File: config.mk
export PLATFORM = sky130hd
export DESIGN_NAME = acm_back
export DESIGN_NICKNAME = d
export VERILOG_FILES = /design/src/hw/rtl/acm_pkg.sv /design/src/hw/rtl/acm_back.sv
export SDC_FILE = /design/constraint.sdc
export NUM_CORES = 1
export LEC_CHECK = 0
export ABC_AREA = 1
export BUFFER_PORTS_ARGS = -buffer_cell sky130_fd_sc_hd__buf_4
export CAP_MARGIN = 0
export CORE_MARGIN = 4
export CORE_UTILIZATION = 40
export DETAILED_ROUTE_END_ITERATION = 8
export GPL_TIMING_DRIVEN = 0
export PLACE_DENSITY = 0.57
export SLEW_MARGIN = 20
export SYNTH_ARGS = -nofsm -noshare
export SYNTH_HDL_FRONTEND = slang
export SYNTH_SLANG_ARGS = --single-unit
File: constraint.sdc
create_clock -name clk_i -period 9.9 [get_ports clk_i]
set_input_delay 0.99 -clock clk_i [delete_from_list [all_inputs] [get_ports clk_i]]
set_output_delay 0.99 -clock clk_i [all_outputs]
set_load 0.01 [all_outputs]
File: src/hw/rtl/acm_pkg.sv
// ----------------------------------------------------------------------------
// acm_pkg
// Shared types and constants of the adjacent column hit merger.
// ----------------------------------------------------------------------------
package acm_pkg;

  localparam int unsigned ColW  = 7;
  localparam int unsigned RowW  = 3;
  localparam int unsigned TimeW = 16;
  localparam int unsigned TagW  = 16;
  localparam int unsigned CfgW  = 16;
  localparam int unsigned CfgIdxW = 2;

  localparam logic [CfgIdxW-1:0] REG_MERGE_ENABLE = 2'd0;
  localparam logic [CfgIdxW-1:0] REG_TIME_WINDOW  = 2'd1;

  localparam logic [TimeW-1:0] TIME_WINDOW_RST = 16'd80;

  typedef struct packed {
    logic [ColW-1:0]         column;
    logic [RowW-1:0]         row;
    logic                    amp;
    logic signed [TimeW-1:0] time_v;
    logic [TagW-1:0]         tag;
  } hit_t;

  localparam int unsigned HitW = $bits(hit_t);

  typedef struct packed {
    hit_t hit;
    logic none_kept;
    logic overflow;
    logic last_result;
  } result_t;

  localparam int unsigned ResW = $bits(result_t);

  typedef struct packed {
    logic last;
    logic ovf;
  } ord_flags_t;

  typedef enum logic [1:0] {
    F_LOAD,
    F_SCAN,
    F_PUSH,
    F_WAIT
  } front_state_e;

  typedef enum logic [2:0] {
    B_IDLE,
    B_HIT,
    B_SREQ,
    B_SCHK,
    B_EMIT,
    B_FIN
  } back_state_e;

endpackage

File: src/hw/rtl/acm_back.sv
// ----------------------------------------------------------------------------
// acm_back
// Walks hits in sorted order, applies neighbor absorption, builds results.
// ----------------------------------------------------------------------------
module acm_back
  import acm_pkg::*;
#(
  parameter int unsigned MAX_HITS = 64
) (
  input  logic                          clk_i,
  input  logic                          rst_ni,
  input  logic                          merge_en_i,
  input  logic [TimeW-1:0]              window_i,
  input  logic [$clog2(MAX_HITS+1)-1:0] count_i,
  input  logic                          ord_empty_i,
  output logic                          ord_pop_o,
  input  logic [$clog2(MAX_HITS)-1:0]   ord_idx_i,
  input  ord_flags_t                    ord_flags_i,
  output logic [$clog2(MAX_HITS)-1:0]   ram_raddr_o,
  input  hit_t                          ram_rdata_i,
  output logic                          res_push_o,
  output result_t                       res_o,
  input  logic                          res_full_i,
  output logic                          done_o
);

  localparam int unsigned IW = $clog2(MAX_HITS);
  localparam int unsigned CW = $clog2(MAX_HITS + 1);

  back_state_e          state_q, state_d;
  logic [IW-1:0]        idx_q;
  ord_flags_t           flags_q;
  hit_t                 hit_q, pend_q;
  logic                 pend_v_q, keep_q;
  logic [CW-1:0]        j_q;
  logic [MAX_HITS-1:0]  absorbed_q;
  logic                 keep, scan, match;
  logic signed [TimeW:0] dt;
  logic [TimeW:0]       adt;

  assign keep = (ram_rdata_i.row != '0) || !merge_en_i
                || (ram_rdata_i.amp && !absorbed_q[idx_q]);
  assign scan = merge_en_i && (ram_rdata_i.row == '0) && ram_rdata_i.amp
                && !absorbed_q[idx_q];

  assign dt    = (TimeW+1)'(hit_q.time_v) - (TimeW+1)'(ram_rdata_i.time_v);
  assign adt   = dt[TimeW] ? (TimeW+1)'(-dt) : (TimeW+1)'(dt);
  assign match = ram_rdata_i.amp && (ram_rdata_i.row == '0)
                 && ({1'b0, ram_rdata_i.column} == ({1'b0, hit_q.column} + 1'b1))
                 && (adt <= {1'b0, window_i});

  always_comb begin
    ord_pop_o   = (state_q == B_IDLE) && !ord_empty_i;
    ram_raddr_o = (state_q == B_IDLE) ? ord_idx_i : j_q[IW-1:0];
    res_push_o  = 1'b0;
    res_o       = '0;
    done_o      = 1'b0;
    case (state_q)
      B_EMIT: begin
        res_push_o      = keep_q && pend_v_q && !res_full_i;
        res_o.hit       = pend_q;
        res_o.overflow  = flags_q.ovf;
      end
      B_FIN: begin
        res_push_o        = !res_full_i;
        res_o.hit         = pend_v_q ? pend_q : '0;
        res_o.none_kept   = !pend_v_q;
        res_o.overflow    = flags_q.ovf;
        res_o.last_result = 1'b1;
        done_o            = !res_full_i;
      end
      default: ;
    endcase
  end

  always_comb begin
    state_d = state_q;
    case (state_q)
      B_IDLE: if (!ord_empty_i) state_d = B_HIT;
      B_HIT:  state_d = scan ? B_SREQ : B_EMIT;
      B_SREQ: state_d = B_SCHK;
      B_SCHK: begin
        if (match || ((j_q + 1'b1) == count_i)) begin
          state_d = B_EMIT;
        end else begin
          state_d = B_SREQ;
        end
      end
      B_EMIT: begin
        if (!(keep_q && pend_v_q) || !res_full_i) begin
          state_d = flags_q.last ? B_FIN : B_IDLE;
        end
      end
      B_FIN:  if (!res_full_i) state_d = B_IDLE;
      default: state_d = B_IDLE;
    endcase
  end

  always_ff @(posedge clk_i) begin
    if ((state_q == B_IDLE) && !ord_empty_i) begin
      idx_q   <= ord_idx_i;
      flags_q <= ord_flags_i;
    end
    if (state_q == B_HIT) begin
      hit_q  <= ram_rdata_i;
      keep_q <= keep;
    end
    if ((state_q == B_EMIT) && keep_q && (!pend_v_q || !res_full_i)) begin
      pend_q <= hit_q;
    end
  end

  always_ff @(posedge clk_i or negedge rst_ni) begin
    if (!rst_ni) begin
      state_q    <= B_IDLE;
      pend_v_q   <= 1'b0;
      j_q        <= '0;
      absorbed_q <= '0;
    end else begin
      state_q <= state_d;
      case (state_q)
        B_HIT: j_q <= '0;
        B_SCHK: begin
          if (match) begin
            absorbed_q[j_q[IW-1:0]] <= 1'b1;
          end else begin
            j_q <= j_q + 1'b1;
          end
        end
        B_EMIT: begin
          if (keep_q && (!pend_v_q || !res_full_i)) begin
            pend_v_q <= 1'b1;
          end
        end
        B_FIN: begin
          if (!res_full_i) begin
            pend_v_q   <= 1'b0;
            absorbed_q <= '0;
          end
        end
        default: ;
      endcase
    end
  end

endmodule

---- Yosys cells after proc, flatten, opt, wreduce, memory -nomap -nowiden ----
Cells that the tools add are included.
word-level totals
  output and inout bits ................... 55
  register bits ........................... 170
  logic and storage cells ................. 104
  bits of input ports ..................... 79
cells by class
  reductions and logical operators ........ 36
  multiplexer cells ....................... 28
  add/subtract/negate cells ............... 4
  order comparisons ....................... 4
  equal/unequal tests ..................... 13
  bitwise operators ....................... 1
operator list
  cell                 number
  $mux 64              2
  $pmux 64 s2          1
  $pmux 43 s2          1
  $or 64x64->64        1
  $mux 43              1
  $mux 3               6
  $pmux 3 s6           1
  $le 17x16->1         1
  $mux 17              1
  $neg 17->17          1
  $sub 16x16->17       1
  $logic_and 1x1->1    14
  $lt 6x7->1 const B   2
  $pmux 7 s2           1
  $ne 2x2->1 const B   5
  $reduce_and 3->1     3
  $add 7x1->8 const B  1
  $eq 7x8->1           1
  $mux 1               8
  $add 7x1->7 const B  1
  $eq 7x7->1           1
  $mux 7               1
  $bmux 1 s6           1
  $demux 1 s6          1
  other kinds (14)     29

---- Longest topological paths before layout ----
Gate-level depths: netlist of run 1.
  depth after elaboration ................. 8
  gate-level depth with buffers ........... 36
  gate-level depth less buffers ........... 34

---- Least setup slack after synthesis of run 1 ----
Ideal clock, no wire load.
  kind .................................... input port to flip-flop
  start point ............................. input ram_rdata_i[16] (netlist bit)
  end point ............................... register absorbed_q[24]
  slack ................................... 5.474 ns
  data arrival time ....................... 4.303 ns
  stages on the path ...................... 34
  library setup time ...................... 0.123 ns
  required time ........................... 9.777 ns
  buffers on the path ..................... 3
  cells stage by stage .................... ha_1 fa_1 inv_1 nand2_1 nand2_1 nand4_1 nand2_1 nand2_1 nand2_1 nand2_1 nand2_1 buf_2 inv_1 o31ai_1 xor2_1 inv_1 ha_1 nand2_1 nor2_1 inv_1 nor2_1 nand2_1 nand2_1 nand2_1 nand2_1 nand2_1 nand2_1 a21oi_1 nand2_2 nand2_4 nand2_4 buf_12 buf_8 o21ai_1
on the way
  word-level cells in the longest chain between the ends .. 7
RTL lines
  element                                line             text
  start, declared                        acm_back.sv:20   input hit_t ram_rdata_i,
  $sub 16x16->17 (*)                     acm_back.sv:46   assign dt = (TimeW+1)'(hit_q.time_v) - (TimeW+1)'(ram_rdata_i.time_v);
  $neg 17->17                            acm_back.sv:47   assign adt = dt[TimeW] ? (TimeW+1)'(-dt) : (TimeW+1)'(dt);
  $mux 17 (*)                            acm_back.sv:47
  $le 17x16->1 (*)                       acm_back.sv:50   && (adt <= {1'b0, window_i});
  $logic_and 1x1->1 (*)                  acm_back.sv:50
  $ne 2x2->1 (no source line) (*)        --
  $reduce_and 3->1 (no source line) (*)  --
  end signal, assigned                   acm_back.sv:118  absorbed_q <= '0;
  end signal, assigned by index          acm_back.sv:125  absorbed_q[j_q[IW-1:0]] <= 1'b1;
  end signal, assigned                   acm_back.sv:138  absorbed_q <= '0;
  end, declared                          acm_back.sv:36   logic [MAX_HITS-1:0] absorbed_q;
Every way passes the cells marked *; elsewhere a longest branch is shown, timed or not.
A chain may end at the register's enable or synchronous reset.

---- Final worst setup path of run 1 ----
  start point ............................. input ram_rdata_i[16] (netlist bit)
  end point ............................... register absorbed_q[42]
Same word-level chain as after synthesis.

==> impl_metrics.sql, run 1 <==
INSERT INTO impl_metrics (metric_group, metric, value, unit) VALUES
('grt', 'grt_max_degree', '76', ''),
('worst_setup_path', 'regToRegEndpoint', 'absorbed_q[42]$_DFFE_PN0P_', ''),
('grt', 'global_route.usage.total', '20.0', '%'),
('cts', 'ctsHtreeMaxLevel', '4', ''),
('power_and_ir_drop', 'fin_total_pwr', '2.99', 'mW'),
('yosys', 'asyncSetResetFlopFracSynth', '44.1', '%'),
('cts', 'cts.sinks', '170', ''),
('placement', 'finalWeightedCongestion', '0.883', ''),
('cts', 'postCtsSetupBuffers', '0', ''),
('yosys', 'ys_seq_area_share', '45.7', '%'),
('floorplanning', 'die_w', '169', 'microns'),
('outcome', 'outcome', 'completed', ''),
('floorplanning', 'ports', '134', ''),
('power_and_ir_drop', 'power_density', '239', 'nW/um^2'),
('hold_path', 'worst_hold_path_type', 'flip-flop to flip-flop', ''),
('final_layout', 'postLayoutCellArea', '12500', 'sq um'),
('yosys', 'syn_avg_cell_area', '8.00', 'sq um'),
('grt', 'gr-total-overflow', '0', ''),
('timing', 'relSlewSlack', '25.3', '%'),
('final_layout', 'most-common-layout-cells', '309 x sky130_fd_sc_hd__nand2_1, 190 x sky130_fd_sc_hd__inv_1, 156 x sky130_fd_sc_hd__nor2_1, 133 x sky130_fd_sc_hd__buf_4, 95 x sky130_fd_sc_hd__edfxtp_1', ''),
('final_layout', 'layout-area-overhead-vs-synth', '20.7', '%'),
('power_and_ir_drop', 'peakVddDrop', '0.118', 'mV'),
('yosys', 'synth.distinct_cells', '43', ''),
('grt', 'antenna_found_initial', '0', ''),
('placement', 'io_buffer_count', '133', ''),
('cts', 'ctsRootBufferMaster', 'sky130_fd_sc_hd__clkbuf_16', ''),
('floorplanning', 'placementRows', '58', ''),
('floorplanning', 'die_area', '28500', 'sq um'),
('timing', 'hold_violations', '0', ''),
('timing', 'whs', '0.425', 'ns'),
('worst_setup_path', 'critical_path.max_stage_delay', '0.40', 'ns'),
('timing', 'maxSlewViolCount', '0', ''),
('final_layout', 'post_route_cells_drive_above_1_share', '21.4', '%'),
('route', 'route.final.wire_length', '28500', 'microns'),
('timing', 'worstMarginPinSlew', '1.11', 'ns'),
('yosys', 'post-synth-top-area-cell', 'sky130_fd_sc_hd__edfxtp_1', ''),
('cts', 'postCtsResizedCells', '0', ''),
('worst_setup_path', 'setup.worst_path.class', 'input port to flip-flop', ''),
('route', 'ant_nets', '0', ''),
('worst_setup_path', 'slowest_stage', 'sky130_fd_sc_hd__fa_1', ''),
('final_layout', 'final_common_cell', 'sky130_fd_sc_hd__nand2_1', ''),
('timing', 'setup_viol', '0', ''),
('yosys', 'synth.top_cells.by_area', 'sky130_fd_sc_hd__edfxtp_1 28%, sky130_fd_sc_hd__dfrtp_1 18%, sky130_fd_sc_hd__nand2_1 11%', ''),
('power_and_ir_drop', 'p_leak', '6.02', 'nW'),
('placement', 'dp_hpwl', '21100', 'microns'),
('floorplanning', 'fp.coreArea', '25300', 'sq um'),
('worst_setup_path', 'startpoint', 'ram_rdata_i[16]', ''),
('yosys', 'synth_edf_count', '95', ''),
('final_layout', 'antenna-diode-count', '0', ''),
('yosys', 'synthesis.area', '10300', 'sq um'),
('placement', 'post_dp_cell_area', '11900', 'sq um'),
('yosys', 'postSynthRegisterBits', '170', ''),
('cts', 'cts-hold-fix-buffers', '0', ''),
('worst_setup_path', 'worstSetupEndpointType', 'flip-flop', ''),
('worst_setup_path', 'ff2ff_setup_slack', '5.35', 'ns'),
('route', 'post-route-drc-count', '0', ''),
('power_and_ir_drop', 'sw_frac_of_total', '41.8', '%'),
('worst_setup_path', 'start_kind', 'input port', ''),
('route', 'drtPass1Iterations', '5', ''),
('cts', 'clkTransAtPathRegs', '0.08', 'ns'),
('yosys', 'netlist.area_leader.share', '27.6', '%'),
('worst_setup_path', 'crit_end', 'absorbed_q[42]$_DFFE_PN0P_', ''),
('yosys', 'post_synthesis_net_count', '1408', ''),
('grt', 'first_pass_grt_wire_length', '45300', 'microns'),
('timing', 'rsz0062_at_grt', 'false', ''),
('route', 'detail_route.vias_per_cell', '4.90', ''),
('yosys', 'syn-instance-count', '1293', ''),
('route', 'route.detailed.wl_per_inst', '15.9', 'microns'),
('floorplanning', 'floorplan.die.height', '169', 'microns'),
('power_and_ir_drop', 'reported_net_switching_power', '1.25', 'mW'),
('route', 'dr.first_iter.drc_count', '569', '');
-- logic make-up after synthesis --
kind of cell | count (synthesis) | synth area share, %
AO/OA/AOI/OAI | 162 | 9.49
XOR/XNOR | 32 | 2.71
adder cells (fa/ha/maj) | 36 | 4.43
buffers and inverters | 235 | 9.91
flip-flops | 170 | 45.7
AND/OR/NAND/NOR | 658 | 27.7
-- cells in the mapped netlist, drive strengths merged, types with 8 or more instances --
cell      n
nor3     16
nand4     8
nand3    82
ha       35
o21ai   100
buf      19
a21oi    53
xnor2    13
inv     193
clkbuf   19
nand2   380
edfxtp   95
xor2     19
nor2    161
dfrtp    75
-- registers in the layout (all words and copies together), names as in the netlist --
register    cells
flags_q         2
j_q             7
state_q         3
hit_q          43
pend_v_q        1
pend_q         43
keep_q          1
idx_q           6
absorbed_q     64
-- power groups by stage --
stage | clock network [mW] | registers (mW) | logic, mW
after global placement | 0 | 0.972 | 1.32
after floorplan | 0 | 0.955 | 0.895
after CTS | 0.703 | 0.953 | 1.36
after detailed placement | 0 | 0.968 | 1.36
after global routing | 0.733 | 0.965 | 1.51
final | 0.685 | 0.953 | 1.35
-- metrics by stage --
step | worst slack, ns | instances
finish | 5.09 | 1792
global route | 4.64 | 1792
detailed placement | 4.62 | 1760
CTS | 5.06 | 1792
global placement | 4.64 | 1756
floorplan | 5.47 | 1293
-- worst max-delay path, delay by kind of cell --
kind	cells	cell delay [ns]
AND/OR/NAND/NOR	20	1.70
buffers and inverters	7	1.08
adder cells (fa/ha/maj)	3	0.88
AO/OA/AOI/OAI	3	0.26
XOR/XNOR	1	0.19
-- area by class of cell --
cell class	instances	area, sq um
Multi-Input combinational cell	888	4620
Buffer	38	285
Tap cell	330	413
Inverter	197	739
Clock buffer	17	425
Timing Repair Buffer	137	1080
Clock inverter	15	186
Fill cell	2493	12800
Sequential cell	170	4730
-- layer usage --
layer / track usage (%) / up-vias / wire length (microns)
li1: - / 4418 / -
met1: 26.9 / 4092 / 12800
met2: 33.4 / 233 / 13600
met3: 3.64 / 36 / 1440
met4: 5.26 / 0 / 584
met5: 0 / - / 0
-- how the worst min path moves through the flow --
stage                   startpoint                   end  depth (start not counted)
2_1_floorplan   hit_q[0]$_DFFE_PP_   pend_q[0]$_DFFE_PP_                          0
3_3_place_gp   hit_q[12]$_DFFE_PP_  pend_q[12]$_DFFE_PP_                          0
3_5_place_dp    hit_q[9]$_DFFE_PP_   pend_q[9]$_DFFE_PP_                          0
4_1_cts         hit_q[4]$_DFFE_PP_   pend_q[4]$_DFFE_PP_                          0
5_1_grt         hit_q[9]$_DFFE_PP_   pend_q[9]$_DFFE_PP_                          0
6_report       hit_q[10]$_DFFE_PP_  pend_q[10]$_DFFE_PP_                          0
No activity file was read; power rests on OpenSTA's default activity.
==> run 2, diff against run 1 <==
ABC_AREA = 0   (was 1)
clock period = 4.43 ns   (was 9.9 ns; I/O delays follow)
==> run 2 against run 1 <==
  * The run now ends with negative setup slack left
  * Highest routed layer unchanged
  * Critical path type is now flip-flop to flip-flop
  * Design area down 3.5%
  * Setup slack worse by 5.4 ns
  * Via count down 21%
  * Power up 100%
  * Sequential power up 110%
  * Synthesized cell count down 36%
==> impl_metrics.sql, run 2 <==
INSERT INTO impl_metrics (metric_group, metric, value, unit) VALUES
('grt', 'global_route.usage.total', '19.1', '%'),
('floorplanning', 'die_w', '158', 'microns'),
('yosys', 'synth_edf_count', '95', ''),
('yosys', 'synth_top_cells_by_count', '98 x sky130_fd_sc_hd__nand2_1, 95 x sky130_fd_sc_hd__edfxtp_1, 86 x sky130_fd_sc_hd__o21ai_0', ''),
('worst_setup_path', 'startpoint', 'hit_q[22]$_DFFE_PP_', ''),
('timing', 'maxSlewViolCount', '0', ''),
('final_layout', 'most-common-layout-cells', '169 x sky130_fd_sc_hd__buf_4, 97 x sky130_fd_sc_hd__nand2_1, 95 x sky130_fd_sc_hd__edfxtp_1, 75 x sky130_fd_sc_hd__dfrtp_1, 49 x sky130_fd_sc_hd__and2_1', ''),
('yosys', 'asyncSetResetFlopFracSynth', '44.1', '%'),
('cts', 'clkTransAtPathRegs', '0.07', 'ns'),
('floorplanning', 'fp.coreArea', '22000', 'sq um'),
('final_layout', 'finalNetCount', '1138', ''),
('worst_setup_path', 'regToRegEndpoint', 'j_q[0]$_DFFE_PN0P_', ''),
('power_and_ir_drop', 'peakVddDrop', '0.291', 'mV'),
('worst_setup_path', 'worstSetupEndpointType', 'flip-flop', ''),
('timing', 'rsz0062_at_grt', 'true', ''),
('route', 'dr.first_iter.drc_count', '512', ''),
('placement', 'post_dp_cell_area', '10500', 'sq um'),
('floorplanning', 'die_area', '25100', 'sq um'),
('placement', 'io_buffer_count', '133', ''),
('final_layout', 'final_core_util', '54.7', '%'),
('route', 'post-route-drc-count', '0', ''),
('yosys', 'synth.distinct_cells', '65', ''),
('route', 'route.final.wire_length', '23800', 'microns'),
('yosys', 'post-synth-top-area-cell', 'sky130_fd_sc_hd__edfxtp_1', ''),
('route', 'ant_nets', '0', ''),
('cts', 'numCtsBuffers', '17', ''),
('cts', 'ctsHtreeMaxLevel', '4', ''),
('final_layout', 'largest_register_ffs', '64', ''),
('timing', 'fin_ws', '-0.308', 'ns'),
('final_layout', 'final_common_cell', 'sky130_fd_sc_hd__buf_4', ''),
('cts', 'cts.sinks', '170', ''),
('placement', 'dp_hpwl', '16900', 'microns'),
('placement', 'finalWeightedCongestion', '0.831', ''),
('hold_path', 'worst_hold_path_type', 'input port to flip-flop', ''),
('floorplanning', 'floorplan.die.height', '158', 'microns'),
('cts', 'cts_tree', 'yes', ''),
('yosys', 'synth.top_cells.by_area', 'sky130_fd_sc_hd__edfxtp_1 32%, sky130_fd_sc_hd__dfrtp_1 21%, sky130_fd_sc_hd__ha_1 4.8%', ''),
('yosys', 'synth-warning-count', '0', ''),
('final_layout', 'layout-area-overhead-vs-synth', '33.3', '%'),
('yosys', 'ys_dominant_reg_cell', 'sky130_fd_sc_hd__edfxtp_1', ''),
('timing', 'final.setup_skew', '0.0141', 'ns'),
('timing', 'post-route-min-period', '4.74', 'ns'),
('route', 'route.detailed.wl_per_inst', '18.1', 'microns'),
('grt', 'vias_in_the_first_global_route', '6700', ''),
('timing', 'setup_viol', '73', ''),
('worst_setup_path', 'worstRegToRegCells', '21', ''),
('grt', 'antenna_found_initial', '0', ''),
('route', 'detail_route.vias_per_cell', '5.27', ''),
('timing', 'setup_total_negative_slack', '-15.78', 'ns'),
('timing', 'worstMarginPinSlew', '1.06', 'ns'),
('cts', 'clockBufferDepth', '2', ''),
('yosys', 'post_synthesis_net_count', '943', ''),
('final_layout', 'postLayoutCellArea', '12000', 'sq um'),
('route', 'dr_total_vias', '6934', ''),
('final_layout', 'regArea', '4730', 'sq um'),
('worst_setup_path', 'ff2ff_setup_slack', '-0.31', 'ns'),
('outcome', 'outcome', 'finished, violations left', ''),
('worst_setup_path', 'start_kind', 'flip-flop', ''),
('run', 'maxCapViolCount', '0', ''),
('grt', 'gr-total-overflow', '0', ''),
('worst_setup_path', 'critical_path_peak_fanout', '9', ''),
('timing', 'fin_crit_sh', '107', '%'),
('worst_setup_path', 'cp_data_required_time', '4.75', 'ns'),
('yosys', 'synthesis.area', '9040', 'sq um'),
('yosys', 'most_frequently_used_cell_type_in_the_post_synthesis_netlist', 'sky130_fd_sc_hd__nand2_1', ''),
('yosys', 'ys_seq_area_share', '52.3', '%'),
('timing', 'whs', '0.187', 'ns'),
('yosys', 'postSynthRegisterBits', '170', ''),
('yosys', 'syn-instance-count', '828', ''),
('final_layout', 'regMostFlops', 'absorbed_q', ''),
('final_layout', 'post_route_cells_drive_above_1_share', '34.8', '%'),
('yosys', 'syn_avg_cell_area', '10.9', 'sq um'),
('final_layout', 'antenna-diode-count', '0', ''),
('grt', 'first_pass_grt_wire_length', '36900', 'microns'),
('final_layout', 'layout.filler_cells', '1929', ''),
('power_and_ir_drop', 'power_density', '500', 'nW/um^2'),
('final_layout', 'multi_input_area', '4630', 'sq um'),
('timing', 'relSlewSlack', '29.1', '%'),
('timing', 'hold_violations', '0', ''),
('worst_setup_path', 'setup.worst_path.class', 'flip-flop to flip-flop', ''),
('route', 'drtPass1Iterations', '4', ''),
('yosys', 'netlist.area_leader.share', '31.6', '%'),
('power_and_ir_drop', 'p_leak', '5.02', 'nW'),
('grt', 'grt_max_degree', '76', ''),
('final_layout', 'largestRegisters', 'absorbed_q x64, hit_q x43, pend_q x43', ''),
('worst_setup_path', 'crit_end', 'j_q[0]$_DFFE_PN0P_', ''),
('cts', 'clkLatencyLatePin', '0.43', 'ns'),
('worst_setup_path', 'worst-endpoint-arrival', '5.06', 'ns'),
('timing', 'peak_freq', '211', 'MHz'),
('floorplanning', 'floorplan.initialDensity', '41.0', '%'),
('floorplanning', 'ports', '134', ''),
('hold_path', 'hold_path_depth', '1', ''),
('cts', 'ctsRootBufferMaster', 'sky130_fd_sc_hd__clkbuf_16', ''),
('worst_setup_path', 'reg2reg_from', 'hit_q[22]$_DFFE_PP_', ''),
('floorplanning', 'placementRows', '54', ''),
('outcome', 'violations_in_the_final_reports', 'negative setup slack', '');
[run 2: report_power, final]
part           internal (mW)  total (mW)  switching (mW)
Combinational           1.09        2.49            1.40
Sequential              1.95        2.03          0.0784
Clock                  0.846        1.50           0.652
Total                   3.89        6.02            2.13
[run 2: layout make-up]
class | count | share of cell area [%]
inverter | 43 | 1.34
multi-input combinational | 578 | 38.4
buffer | 36 | 1.55
clock buffer | 18 | 3.56
timing repair buffer | 177 | 11.6
tap | 280 | 2.91
clock inverter | 14 | 1.34
sequential | 170 | 39.3
[run 2: timing repair]
action                                  CTS  global route
pin swaps                                37            28
buffers inserted                         31             7
endpoints found under the hold margin     0            17
gates cloned                              1             1
endpoints found under the setup margin   73            73
hold buffers                              0             1
resized for setup                       116            54
[run 2: through the flow]
stage	std cells	power (mW)	setup slack [ns]
CTS	1306	5.92	-0.293
floorplan	828	3.44	-0.135
detailed placement	1244	4.20	-1.24
global placement	1241	4.15	-1.16
finish	1316	6.02	-0.308
global route	1316	6.39	-0.528
[run 2: cells by family (layout without fill, tap and decap cells)]
group / count (synthesis) / after routing / synth area share (%)
AOI/OAI and AO/OA: 189 / 190 / 13.0
adders and majority gates: 36 / 36 / 5.07
xor gates and xnor gates: 40 / 40 / 3.88
buffers and inverters: 81 / 288 / 3.71
muxes: 32 / 32 / 6.28
DFF: 170 / 170 / 52.3
and+or+nand+nor: 280 / 280 / 15.8
[run 2: metal layers]
metal / wire length, microns / vias to the layer above / part of all wire (%) / global-route usage (%)
met1: 11700 / 3354 / 49 / 28.4
met4: 303 / 0 / 1.3 / 5.48
met2: 10700 / 168 / 45 / 28.8
met5: 0 / - / 0 / 0
li1: - / 3391 / - / -
met3: 1070 / 21 / 4.5 / 3.32
[run 2: worst max-delay path, stage by stage, from the launching register on]
cell	delay, ns
sky130_fd_sc_hd__edfxtp_1	0.41
sky130_fd_sc_hd__ha_1	0.42
sky130_fd_sc_hd__o21a_1	0.22
sky130_fd_sc_hd__or2_2	0.31
sky130_fd_sc_hd__o2111ai_4	0.11
sky130_fd_sc_hd__a31o_4	0.21
sky130_fd_sc_hd__a211oi_4	0.06
sky130_fd_sc_hd__or2_4	0.26
sky130_fd_sc_hd__clkbuf_16	0.16
sky130_fd_sc_hd__buf_4	0.13
sky130_fd_sc_hd__a21oi_2	0.11
sky130_fd_sc_hd__xnor2_1	0.13
sky130_fd_sc_hd__ha_1	0.26
sky130_fd_sc_hd__a21o_1	0.19
sky130_fd_sc_hd__a21o_1	0.15
sky130_fd_sc_hd__a21o_1	0.14
sky130_fd_sc_hd__a21o_1	0.18
sky130_fd_sc_hd__a21oi_4	0.20
sky130_fd_sc_hd__o21ai_4	0.11
sky130_fd_sc_hd__a41oi_4	0.35
sky130_fd_sc_hd__mux2_4	0.33
sky130_fd_sc_hd__a22o_1	0.17
[run 2: how the worst min path moves through the flow]
stage,to,slack [ns],startpoint
floorplan,absorbed_q[0]$_DFFE_PN0P_,0.15,rst_ni
global placement,pend_q[32]$_DFFE_PP_,0.40,hit_q[32]$_DFFE_PP_
detailed placement,pend_q[14]$_DFFE_PP_,0.41,hit_q[14]$_DFFE_PP_
CTS,hit_q[14]$_DFFE_PP_,0.17,ram_rdata_i[14]
global route,hit_q[1]$_DFFE_PP_,0.17,ram_rdata_i[1]
finish,hit_q[14]$_DFFE_PP_,0.19,ram_rdata_i[14]
==> run 3, diff against run 2 <==
CTS_BUF_LIST = sky130_fd_sc_hd__clkbuf_4   (was unset)
==> run 3 against run 2 <==
  * The run ends with negative hold slack, negative setup slack left
  * Critical path depth stayed put
  * Power shrank 10%
  * Sequential cell count unchanged
  * Worst hold slack lost 0.19 ns
  * Sequential power about the same
  * Sequential share of layout area increased by 0.37 points
  * Register-to-register slack worse by 0.05 ns
  * Setup slack lost 0.049 ns
  * Critical endpoint unchanged
  * Largest cell class unchanged
  * Largest power group unchanged
  * Highest routed layer unchanged
==> impl_metrics.sql, run 3 (same netlist as run 2, synthesis figures left out) <==
INSERT INTO impl_metrics (metric_group, metric, value, unit) VALUES
('worst_setup_path', 'critical_path.max_stage_delay', '0.44', 'ns'),
('grt', 'grt_max_degree', '76', ''),
('floorplanning', 'floorplan.initialDensity', '41.0', '%'),
('final_layout', 'final_common_cell', 'sky130_fd_sc_hd__buf_4', ''),
('timing', 'hold_violations', '2', ''),
('timing', 'final.setup_skew', '0.0277', 'ns'),
('power_and_ir_drop', 'p_leak', '4.97', 'nW'),
('floorplanning', 'die_w', '158', 'microns'),
('worst_setup_path', 'setup.worst_path.class', 'flip-flop to flip-flop', ''),
('power_and_ir_drop', 'fin_total_pwr', '5.41', 'mW'),
('outcome', 'violations_in_the_final_reports', 'negative hold slack, negative setup slack', ''),
('cts', 'clkLatencyLatePin', '0.57', 'ns'),
('final_layout', 'largest_register_ffs', '64', ''),
('timing', 'peak_freq', '209', 'MHz'),
('cts', 'clockBufferDepth', '2', ''),
('final_layout', 'largestRegisters', 'absorbed_q x64, hit_q x43, pend_q x43', ''),
('route', 'drtPass1Iterations', '5', ''),
('worst_setup_path', 'regToRegEndpoint', 'j_q[0]$_DFFE_PN0P_', ''),
('route', 'dr_total_vias', '7028', ''),
('route', 'route.detailed.wl_per_inst', '17.7', 'microns'),
('route', 'route.final.wire_length', '23800', 'microns'),
('placement', 'finalWeightedCongestion', '0.831', ''),
('grt', 'vias_in_the_first_global_route', '6718', ''),
('placement', 'io_buffer_count', '133', ''),
('worst_setup_path', 'critical_path_peak_fanout', '9', ''),
('run', 'maxCapViolCount', '0', ''),
('worst_setup_path', 'cp_data_required_time', '4.91', 'ns'),
('timing', 'relSlewSlack', '29.2', '%'),
('final_layout', 'regArea', '4730', 'sq um'),
('floorplanning', 'placementRows', '54', ''),
('worst_setup_path', 'slowest_stage', 'sky130_fd_sc_hd__edfxtp_1', ''),
('placement', 'dp_hpwl', '16900', 'microns'),
('grt', 'global_route.usage.total', '19.0', '%'),
('worst_setup_path', 'path_cells', 'ha_1 > buf_2 > o211a_1 > o31a_4 > buf_6 > or3_4 > a32oi_4 > nand3_2 > nor4_4 > nor2_1 > xnor2_1 > ha_1 > nand4_1 > nor3_4 > o31ai_2 > o311ai_2 > a21oi_4 > o21ai_4 > a41oi_4 > mux2_4 > a22o_1', ''),
('worst_setup_path', 'critical_path.most_common_cell', 'sky130_fd_sc_hd__ha_1', ''),
('cts', 'cts_tree', 'yes', ''),
('cts', 'numCtsBuffers', '17', ''),
('timing', 'setup_total_negative_slack', '-18.74', 'ns'),
('floorplanning', 'fp.coreArea', '22000', 'sq um'),
('route', 'post-route-drc-count', '0', ''),
('timing', 'maxSlewViolCount', '0', ''),
('grt', 'gr-total-overflow', '0', ''),
('worst_setup_path', 'timing.critical_path.buf_inv', '2', ''),
('grt', 'antenna_found_initial', '1', ''),
('hold_path', 'worst_hold_path_type', 'input port to asynchronous set/reset pin', ''),
('power_and_ir_drop', 'power_density', '453', 'nW/um^2'),
('worst_setup_path', 'worstSetupEndpointType', 'flip-flop', ''),
('timing', 'setup_viol', '73', ''),
('route', 'detail_route.vias_per_cell', '5.23', ''),
('timing', 'worstMarginPinSlew', '1.05', 'ns'),
('floorplanning', 'ports', '134', ''),
('final_layout', 'regMostFlops', 'absorbed_q', ''),
('final_layout', 'layout-area-overhead-vs-synth', '32.0', '%'),
('cts', 'ctsRootBufferMaster', 'sky130_fd_sc_hd__clkbuf_4', ''),
('timing', 'post-route-min-period', '4.79', 'ns'),
('grt', 'first_pass_grt_wire_length', '36900', 'microns'),
('worst_setup_path', 'reg2reg_from', 'hit_q[19]$_DFFE_PP_', ''),
('route', 'dr.first_iter.drc_count', '489', ''),
('final_layout', 'layout.filler_cells', '1951', ''),
('floorplanning', 'die_area', '25100', 'sq um'),
('timing', 'whs', '-0.00469', 'ns'),
('cts', 'cts.sinks', '170', ''),
('worst_setup_path', 'worst-endpoint-arrival', '5.26', 'ns'),
('final_layout', 'post_route_cells_drive_above_1_share', '32.7', '%'),
('route', 'ant_nets', '0', ''),
('worst_setup_path', 'start_kind', 'flip-flop', ''),
('floorplanning', 'floorplan.die.height', '158', 'microns'),
('worst_setup_path', 'critical_path.top_delay_family', 'compound AO/OA/AOI/OAI gates', ''),
('timing', 'rsz0062_at_grt', 'true', ''),
('final_layout', 'multi_input_area', '4540', 'sq um'),
('worst_setup_path', 'worstRegToRegCells', '21', ''),
('cts', 'clkTransAtPathRegs', '0.15', 'ns'),
('power_and_ir_drop', 'peakVddDrop', '0.219', 'mV'),
('worst_setup_path', 'ff2ff_setup_slack', '-0.36', 'ns'),
('final_layout', 'finalNetCount', '1166', ''),
('outcome', 'outcome', 'finished, violations left', ''),
('final_layout', 'most-common-layout-cells', '166 x sky130_fd_sc_hd__buf_4, 97 x sky130_fd_sc_hd__nand2_1, 95 x sky130_fd_sc_hd__edfxtp_1, 75 x sky130_fd_sc_hd__dfrtp_1, 49 x sky130_fd_sc_hd__and2_1', ''),
('timing', 'fin_ws', '-0.356', 'ns'),
('cts', 'ctsHtreeMaxLevel', '4', ''),
('timing', 'fin_crit_sh', '108', '%');
[run 3: cell types whose count changed in the layout (fill, tap and decap cells not counted), moves of 2 or more]
cell / before / now
sky130_fd_sc_hd__o21ai_0: 22 / 24
sky130_fd_sc_hd__dlygate4sd3_1: 1 / 33
sky130_fd_sc_hd__clkbuf_4: 0 / 18
sky130_fd_sc_hd__o21ai_4: 3 / 1
sky130_fd_sc_hd__a21oi_2: 4 / 2
sky130_fd_sc_hd__buf_4: 169 / 166
sky130_fd_sc_hd__a31oi_1: 4 / 6
sky130_fd_sc_hd__nor2_2: 3 / 1
sky130_fd_sc_hd__a21oi_1: 31 / 33
sky130_fd_sc_hd__clkbuf_16: 18 / 1
[run 3: cell type report]
type                    count  share of cell area, %
diodes                      1                 0.0210
clock inverters            14                   1.35
repair buffers            205                   14.0
flip-flops and latches    170                   39.6
well taps                 280                   2.94
inverters                  43                   1.35
multi-input cells         578                   38.0
plain buffers              36                   1.56
clock buffers              18                   1.13
[run 3: how the worst max path moves through the flow]
stage | slack, ns | start | cells after the start | endpoint
CTS | -0.31 | hit_q[16]$_DFFE_PP_ | 22 | j_q[0]$_DFFE_PN0P_
global placement | -1.16 | ram_rdata_i[20] | 21 | absorbed_q[24]$_DFFE_PN0P_
floorplan | -0.14 | ram_rdata_i[16] | 22 | j_q[0]$_DFFE_PN0P_
detailed placement | -1.24 | ram_rdata_i[20] | 21 | absorbed_q[40]$_DFFE_PN0P_
finish | -0.36 | hit_q[19]$_DFFE_PP_ | 21 | j_q[0]$_DFFE_PN0P_
global route | -0.57 | hit_q[16]$_DFFE_PP_ | 22 | j_q[0]$_DFFE_PN0P_
[run 3: report_power, final]
part | switching, mW | leakage (nW) | internal, mW
clock network | 0.577 | 0.157 | 0.356
logic | 1.36 | 2.90 | 1.09
registers | 0.0787 | 1.92 | 1.95
total | 2.02 | 4.97 | 3.39
[run 3: layer usage]
metal | track usage, % | vias up | share of wire, %
met2 | 28.5 | 174 | 45
met4 | 5.61 | 0 | 1.3
met3 | 3.48 | 23 | 4.8
met5 | 0 | - | 0
met1 | 28.3 | 3384 | 49
li1 | - | 3447 | -
[run 3: per-stage QoR]
step | instances | worst slack (ns) | util, % | cell area [sq um]
finish | 1345 | -0.356 | 54.2 | 11900
global route | 1345 | -0.566 | 54.2 | 11900
CTS | 1312 | -0.310 | 52.1 | 11500
detailed placement | 1244 | -1.24 | 47.8 | 10500
global placement | 1241 | -1.16 | 47.5 | 10500
floorplan | 828 | -0.135 | - | 9110
[run 3: timing repair]
item	4_1_cts	5_1_grt
setup endpoints to repair	73	73
pin swaps	34	11
gates resized for setup	114	39
hold endpoints to repair	7	26
setup buffers	30	6
cloned	1	0
hold buffers	7	26
